--- src/hw/rtl/bfa_pkg.sv ---
// bfa_pkg: shared types and constants of the bitmap frame allocator.
// Operation codes, fixed field widths and the result word layout.
// No dependencies.
`default_nettype none

package bfa_pkg;

  // Fixed field widths
  localparam int ADDR_W    = 25;
  localparam int CNT_W     = 14;
  localparam int CFG_W     = 26;
  localparam int OP_W      = 2;
  localparam int WORD_BITS = 32;
  localparam int BIT_IDX_W = 5;

  localparam logic [WORD_BITS-1:0] ALL_ONES = 32'hFFFF_FFFF;

  typedef enum logic [OP_W-1:0] {
    OP_ALLOC  = 2'd0,
    OP_FREE   = 2'd1,
    OP_INIT   = 2'd2,
    OP_UNUSED = 2'd3
  } op_e;

  // Bitmap memory port control
  typedef struct packed {
    logic rd_en;
    logic wr_en;
  } mem_ctl_t;

  // One result word
  typedef struct packed {
    logic [CNT_W-1:0]  used_count;
    logic [CNT_W-1:0]  free_frames;
    logic              already_free;
    logic              out_of_memory;
    logic [ADDR_W-1:0] allocated_address;
  } res_t;

endpackage

`default_nettype wire

--- src/hw/rtl/bfa_cfg_regs.sv ---
// bfa_cfg_regs: APB register file holding the reserved end address.
// Depends on bfa_pkg.
`default_nettype none

module bfa_cfg_regs (
  input  wire logic                          clk_i,
  input  wire logic                          rst_ni,
  input  wire logic                          psel,
  input  wire logic                          penable,
  input  wire logic                          pwrite,
  input  wire logic [2:0]                    paddr,
  input  wire logic [31:0]                   pwdata,
  output logic      [31:0]                   prdata,
  output logic                               pready,
  output logic      [bfa_pkg::CFG_W-1:0]     reserved_end_o
);
  import bfa_pkg::*;

  localparam logic REG_RESERVED_END = 1'b0;

  logic [CFG_W-1:0] reserved_end_q;
  logic             wr_hit;

  assign pready = 1'b1;
  assign wr_hit = psel && penable && pwrite && (paddr[2] == REG_RESERVED_END);

  always_ff @(posedge clk_i or negedge rst_ni) begin
    if (!rst_ni) begin
      reserved_end_q <= '0;
    end else if (wr_hit) begin
      reserved_end_q <= pwdata[CFG_W-1:0];
    end
  end

  // Read back; unmapped word reads zero
  always_comb begin
    prdata = '0;
    if (paddr[2] == REG_RESERVED_END) begin
      prdata = 32'(reserved_end_q);
    end
  end

  assign reserved_end_o = reserved_end_q;

endmodule

`default_nettype wire

--- config.mk ---
export PLATFORM = sky130hd
export DESIGN_NAME = bfa_cfg_regs
export DESIGN_NICKNAME = d
export VERILOG_FILES = /design/src/hw/rtl/bfa_pkg.sv /design/src/hw/rtl/bfa_cfg_regs.sv
export SDC_FILE = /design/constraint.sdc
export NUM_CORES = 1
export LEC_CHECK = 0
export BUFFER_PORTS_ARGS = -buffer_cell sky130_fd_sc_hd__buf_2
export CAP_MARGIN = 30
export CORE_MARGIN = 1.5
export CORE_UTILIZATION = 25
export DETAILED_ROUTE_END_ITERATION = 8
export SLEW_MARGIN = 15
export SYNTH_ARGS = -nofsm -noshare
export SYNTH_HDL_FRONTEND = slang
export SYNTH_SLANG_ARGS = --single-unit
--- constraint.sdc ---
create_clock -name clk_i -period 1.4 [get_ports clk_i]
set_input_delay 0.07 -clock clk_i [delete_from_list [all_inputs] [get_ports clk_i]]
set_output_delay 0.07 -clock clk_i [all_outputs]
set_load 0.1 [all_outputs]
---- Yosys cells after proc, flatten, opt, wreduce, memory -nomap -nowiden ----
Index checks and enable logic that the tools add are counted.
storage, ports and cells
  word-level logic and storage cells ...... 6
  input bits .............................. 40
  output and inout port bits .............. 59
  register bits ........................... 26
cells by class
  reductions and logical operators ........ 3
  bitwise operators ....................... 1
  mux-type cells .......................... 1
operators with widths
  cell                number
  two-way mux 26 bit  1
  logical AND 1 bit   3
  NOT 1 bit           1

---- Depth between registers and ports, before layout ----
Gate-level depths: netlist of run 1.
  word-level depth ........................ 3
  gate-level depth with buffers ........... 3
  mapped depth without buffers ............ 2

---- Least setup slack after synthesis of run 1 ----
OpenSTA, ideal clock, no wires.
  kind .................................... flip-flop to output port
  from .................................... reg reserved_end_q[0] (netlist: reserved_end_o[0])
  to ...................................... out prdata[0]
  data required time ...................... 1,330 ps
  stages on the path, launching flop included .. 2
  arrival time ............................ 2,362 ps
  path buffers ............................ 0
  path slack .............................. -1,032 ps
  cells stage by stage .................... dfrtp_1 nor2b_1
between the ends
  longest elaborated chain between the ends .. 1
RTL lines
  item                    RTL line            source
  from (decl)             bfa_cfg_regs.sv:21  logic [CFG_W-1:0] reserved_end_q;
  from (signal assigned)  bfa_cfg_regs.sv:31  reserved_end_q <= pwdata[CFG_W-1:0];
  two-way mux 26 bit      bfa_cfg_regs.sv:38  if (paddr[2] == REG_RESERVED_END) begin
  to (decl)               bfa_cfg_regs.sv:13  output logic [31:0] prdata,
No other way between the ends.

---- Worst setup path in the final report of run 1 ----
Ends and elaborated chain as after synthesis.

==> results of run 1 <==
## area by class of cell
class                           instances  share of cell area
Multi-Input combinational cell         60               0.357
Sequential cell                        26               0.323
Timing Repair Buffer                   87               0.252
Tap cell                               70              0.0414
Clock buffer                            4              0.0260
## through the flow
stage	util	instance area, sq um	hold WS, ns	power, mW	std cells
2_1_floorplan	-	1520	-0.226	3.62	97
3_3_place_gp	0.404	2050	0.117	4.03	242
3_5_place_dp	0.404	2050	0.115	4.06	242
4_1_cts	0.417	2110	0.0158	4.55	247
5_1_grt	0.417	2110	0.0175	4.67	247
6_report	0.417	2110	0.0273	4.50	247
## layer usage
metal | GRT usage | share of wire | routed length [um]
met2 | 0.163 | 0.48 | 1380
met3 | 0.0281 | 0.067 | 193
met1 | 0.136 | 0.45 | 1310
met4 | 0.0364 | 0.0059 | 17
met5 | 0 | 0 | 0
## timing repair
action                                  CTS  global route
endpoints found under the setup margin    0             0
hold endpoints to repair                 26             0
hold buffers                              1             0
## critical path, stage by stage, from the launching register on
cell and delay [ns]:
dfrtp_2 0.39, nor2b_4 0.13, buf_2 0.42
## worst max-delay path by stage
stage / end / slack, ns / cells past startpoint
3_3_place_gp: reserved_end_o[23]$_DFFE_PN0P_ / 0.34 / 4
5_1_grt: prdata[12] / 0.07 / 2
3_5_place_dp: reserved_end_o[25]$_DFFE_PN0P_ / 0.33 / 4
2_1_floorplan: prdata[0] / 0.03 / 1
6_report: prdata[0] / 0.12 / 2
4_1_cts: prdata[0] / 0.10 / 2
## kinds of logic (layout without fill, tap and decap cells)
family | after synthesis | count (layout) | share of synthesized area
buffers and inverters | 11 | 91 | 0.0635
and+or+nand+nor | 27 | 27 | 0.147
muxes | 26 | 26 | 0.283
other | 2 | 7 | 0.00578
DFF | 26 | 26 | 0.500
## report_power, final
part	internal, mW	leakage (nW)	switching (mW)	total, mW
Sequential	0.948	0.284	0.134	1.08
Combinational	0.632	0.821	2.32	2.95
Clock	0.251	0.0288	0.220	0.471
## placed cells by master, fill, tap and decap left out
| cell type | n |
|---|---|
| buf_2 | 79 |
| dfrtp_2 | 26 |
| nor2b_4 | 22 |
| mux2_4 | 20 |
| conb_1 | 7 |
| mux2_2 | 6 |
| buf_12 | 6 |
| and2b_2 | 4 |
| clkbuf_8 | 4 |
| nand4b_4 | 1 |
| dlygate4sd3_1 | 1 |
| buf_4 | 1 |
==> flow_summary.toml, run 1 <==
[global_routing]
first_global_vias = 939
grt_pass1_wl_mm = 4.39
globalRouteOverflowTotal = 0
grt_max_degree = 27
grt_antenna_before_repair = 0
grt_use_total = 0.103

[clocking]
clkTransAtPathRegs_ns = 0.09
cts_buffer_depth = 2
htree_levels = 1
cts.sinks = 26
post-cts-setup-buffers = 0
clock_latency_ns = 0.26
cts_inserted_buffers = 3
cts-resized-gates = 0
cts_tree = "built"
clock-root-buffer = "clkbuf_8"

[detailed_routing]
wire_per_inst_um = 11.7
drtIter0Drc = 13
finalWirelength_mm = 2.89
drt_pass1_iterations = 2
vias = 950
final_antenna_net_count = 0
vias_per_cell = 3.85
drc_errors = 0

[synthesis]
synth_area_leaders = "dfrtp_1 (50%), mux2_4 (23%), nor2b_1 (11%), mux2_2 (5.2%), buf_4 (4.0%)"
synthCells = 92
yosysSeqAreaShare = 0.500
ys.warnings.count = 0
synth_top_area_frac = 0.500
ys_top_cells_by_count = "dfrtp_1 (26), nor2b_1 (22), mux2_4 (20)"
yosys.area.top_type = "dfrtp_1"
ys_async_sr_fraction = 1.00
syn_avg_cell_area_sq_um = 14.1
yosysUniqueCellTypes = 10
synthFlopType = "dfrtp_1"
synth-seq-cells = 26
yosysMostFrequentCell = "dfrtp_1"
synth_edf_count = 0
syn_area_sq_mm = 0.00130

[power]
p_leak_nw = 1.13
ir_drop_uv = 1110
power_density_mw_per_mm2 = 2130

[cells_and_area]
multiInputGateArea_sq_um = 756
largest_reg_flops = 26
drive_above_1_share = 0.955
final_net_count = 218
ff_latch_area_sq_um = 683
diodes = 0
area_growth_pct = 62.7
nFillCells = 506

[setup_path]
worstSetupStartpointType = "flop"
reg2reg_depth = 1
critPathCaptureType = "output port"
reg2reg_from = "reserved_end_o[2]$_DFFE_PN0P_"
critical_path_required_ns = 1.33
reg2reg_slack_ns = 0.60
startpoint = "reserved_end_o[0]$_DFFE_PN0P_"
crit_fanout = 3
timing.rr.end = "reserved_end_o[2]$_DFFE_PN0P_"
critPathArrivalTime_ns = 1.21
critPathKind = "reg -> out"

[die]
start_util = 0.256
die_y_um = 75.1
coreArea_sq_mm = 0.00507
die_x_um = 75.1
dieArea_sq_mm = 0.00564
pin_count = 99
fp-row-count = 26

[min_path]
hold-path-endpoint = "reserved_end_o[3]$_DFFE_PN0P_"
hold_start = "pwdata[3]"
hold_path.class = "in -> reg"
hold_path_depth = 2

[sta]
fin_skew_ns = 0
worst_slack_ns = 0.123
min_period_over_period = 0.912
fmax_mhz = 783
rsz0062_at_grt = "no"
final_max_slew_viol_count = 0
finalSetupTns_ns = 0
fin_crit_ns = 1.28
setup-violations-final = 0
slew_headroom = 0.612
hold_viol_final = 0
max_slew.worst_pin.slew_ns = 0.582

[placed_design]
place_ws_ns = 0.327
dp_hpwl_mm = 2.24
port_buffers = 83
place.gp.congestion = 0.640

[outcome]
outcome = "finished clean"

[job]
max_cap_viol_count = 0
Note: power is estimated with default switching activity, not from simulation.
==> inputs of run 2 (changes only) <==
--- a/config.mk
+++ b/config.mk
@@ -7,7 +7,7 @@
 export LEC_CHECK = 0
 export BUFFER_PORTS_ARGS = -buffer_cell sky130_fd_sc_hd__buf_2
 export CAP_MARGIN = 30
-export CORE_MARGIN = 1.5
+export CORE_MARGIN = 10
 export CORE_UTILIZATION = 25
 export DETAILED_ROUTE_END_ITERATION = 8
 export SLEW_MARGIN = 15
==> run 2 against run 1 <==
  * Combinational power about the same
  * Via count up 2.4%
  * Final area unchanged
  * Wire length up 26%
  * Largest power group unchanged
  * Clock skew unchanged
  * Flip-flop and latch count unchanged
  * Total power up 0.69%
==> flow_summary.toml, run 2 (same netlist as run 1, synthesis figures left out) <==
[setup_path]
critPathKind = "reg -> out"
endpoint = "prdata[5]"
reg2reg_slack_ns = 0.60
critPathArrivalTime_ns = 1.21
reg2reg_from = "reserved_end_o[23]$_DFFE_PN0P_"
timing.rr.end = "reserved_end_o[23]$_DFFE_PN0P_"
slowest_delay_ns = 0.42
reg2reg_depth = 1
worstSetupStartpointType = "flop"
crit_fanout = 3
critPathCaptureType = "output port"
startpoint = "reserved_end_o[5]$_DFFE_PN0P_"
critPathSlowestCell = "buf_2"
critical_path_required_ns = 1.33
critical_path.cell_chain = "nor2b_4 -> buf_2"

[global_routing]
grt_max_degree = 27
grt_use_total = 0.0847
first_global_vias = 1219
grt_antenna_before_repair = 0
grt_pass1_wl_mm = 5.89
globalRouteOverflowTotal = 0

[detailed_routing]
drt_pass1_iterations = 3
vias = 973
drc_errors = 0
drtIter0Drc = 18
wire_per_inst_um = 14.8
finalWirelength_mm = 3.66
vias_per_cell = 3.94
final_antenna_net_count = 0

[die]
die_y_um = 92.1
start_util = 0.256
pin_count = 99
die_x_um = 92.1
coreArea_sq_mm = 0.00507
dieArea_sq_mm = 0.00848
fp-row-count = 26

[clocking]
clock-root-buffer = "clkbuf_8"
cts_inserted_buffers = 3
cts.sinks = 26
post-cts-setup-buffers = 0
htree_levels = 1
cts-resized-gates = 0
cts_tree = "built"
cts_buffer_depth = 2
clkTransAtPathRegs_ns = 0.10
clock_latency_ns = 0.27

[sta]
whs_ns = 0.0195
final_max_slew_viol_count = 0
finalSetupTns_ns = 0
fin_skew_ns = 0
slew_headroom = 0.601
rsz0062_at_grt = "no"
hold_viol_final = 0
setup-violations-final = 0
min_period_over_period = 0.912
fin_crit_ns = 1.28
max_slew.worst_pin.slew_ns = 0.598
fmax_mhz = 784

[placed_design]
dpl_cell_area_sq_mm = 0.00205
dp_hpwl_mm = 2.90
dpl.cell_count = 242
port_buffers = 83
place.gp.congestion = 0.653

[cells_and_area]
final_common_cell = "buf_2"
final_net_count = 218
final_cell_mix = "buf_2 (79), dfrtp_2 (26), nor2b_4 (22)"
drive_above_1_share = 0.955
nFillCells = 489
area_growth_pct = 62.7
layoutNonFillerInstCount = 247
largest_reg_flops = 26
final_area_sq_mm = 0.00211
diodes = 0

[power]
ir_drop_uv = 897
power_density_mw_per_mm2 = 2140
fin_total_pwr_mw = 4.53
p_leak_nw = 1.13

[min_path]
hold_path.class = "in -> reg"

[outcome]
outcome = "finished clean"

[job]
max_cap_viol_count = 0
==> run 2: cell counts in the layout (fill, tap and decap cells not counted) <==
No cell type changed its count.
==> run 2: metrics by stage <==
stage | utilization | setup WS (ns)
floorplan | - | 0.0338
global placement | 0.404 | 0.340
detailed placement | 0.404 | 0.323
CTS | 0.417 | 0.0979
global route | 0.417 | 0.0592
finish | 0.417 | 0.124
==> run 2: cell type report <==
class	count	area, sq um	area share
Clock buffer	4	55.1	0.0260
Multi-Input combinational cell	60	756	0.357
Sequential cell	26	683	0.323
Tap cell	70	87.6	0.0414
Timing Repair Buffer	87	533	0.252
==> run 2: power breakdown <==
group	total, mW	leakage (nW)	switching, mW	internal, mW
registers	1.07	0.284	0.126	0.947
logic	2.97	0.821	2.34	0.632
clock network	0.492	0.0288	0.241	0.251
total	4.53	1.13	2.70	1.83
==> run 2: timing repair <==
item                                   CTS  global route
endpoints found under the hold margin   26             0
setup endpoints to repair                0             0
hold buffers                             1             0
==> run 2: routing by layer <==
layer	global-route usage	wire, um
met3	0.0595	520
met1	0.0852	1420
met2	0.139	1700
met4	0.0231	14
met5	0	0
==> run 2: critical path: cells and delay by family (launching register included) <==
kind                   cells  cell delay [ns]
DFF                        1             0.39
and+or+nand+nor            1             0.13
buffers and inverters      1             0.42
==> run 2: how the worst min path moves through the flow <==
stage | startpoint | slack (ns) | cells after the start | endpoint
6_report | pwdata[25] | 0.02 | 2 | reserved_end_o[25]$_DFFE_PN0P_
5_1_grt | pwdata[4] | 0.007 | 2 | reserved_end_o[4]$_DFFE_PN0P_
4_1_cts | pwdata[2] | 0.01 | 2 | reserved_end_o[2]$_DFFE_PN0P_
3_5_place_dp | rst_ni | 0.13 | 1 | reserved_end_o[1]$_DFFE_PN0P_
3_3_place_gp | rst_ni | 0.12 | 1 | reserved_end_o[1]$_DFFE_PN0P_
2_1_floorplan | rst_ni | -0.23 | 0 | reserved_end_o[0]$_DFFE_PN0P_
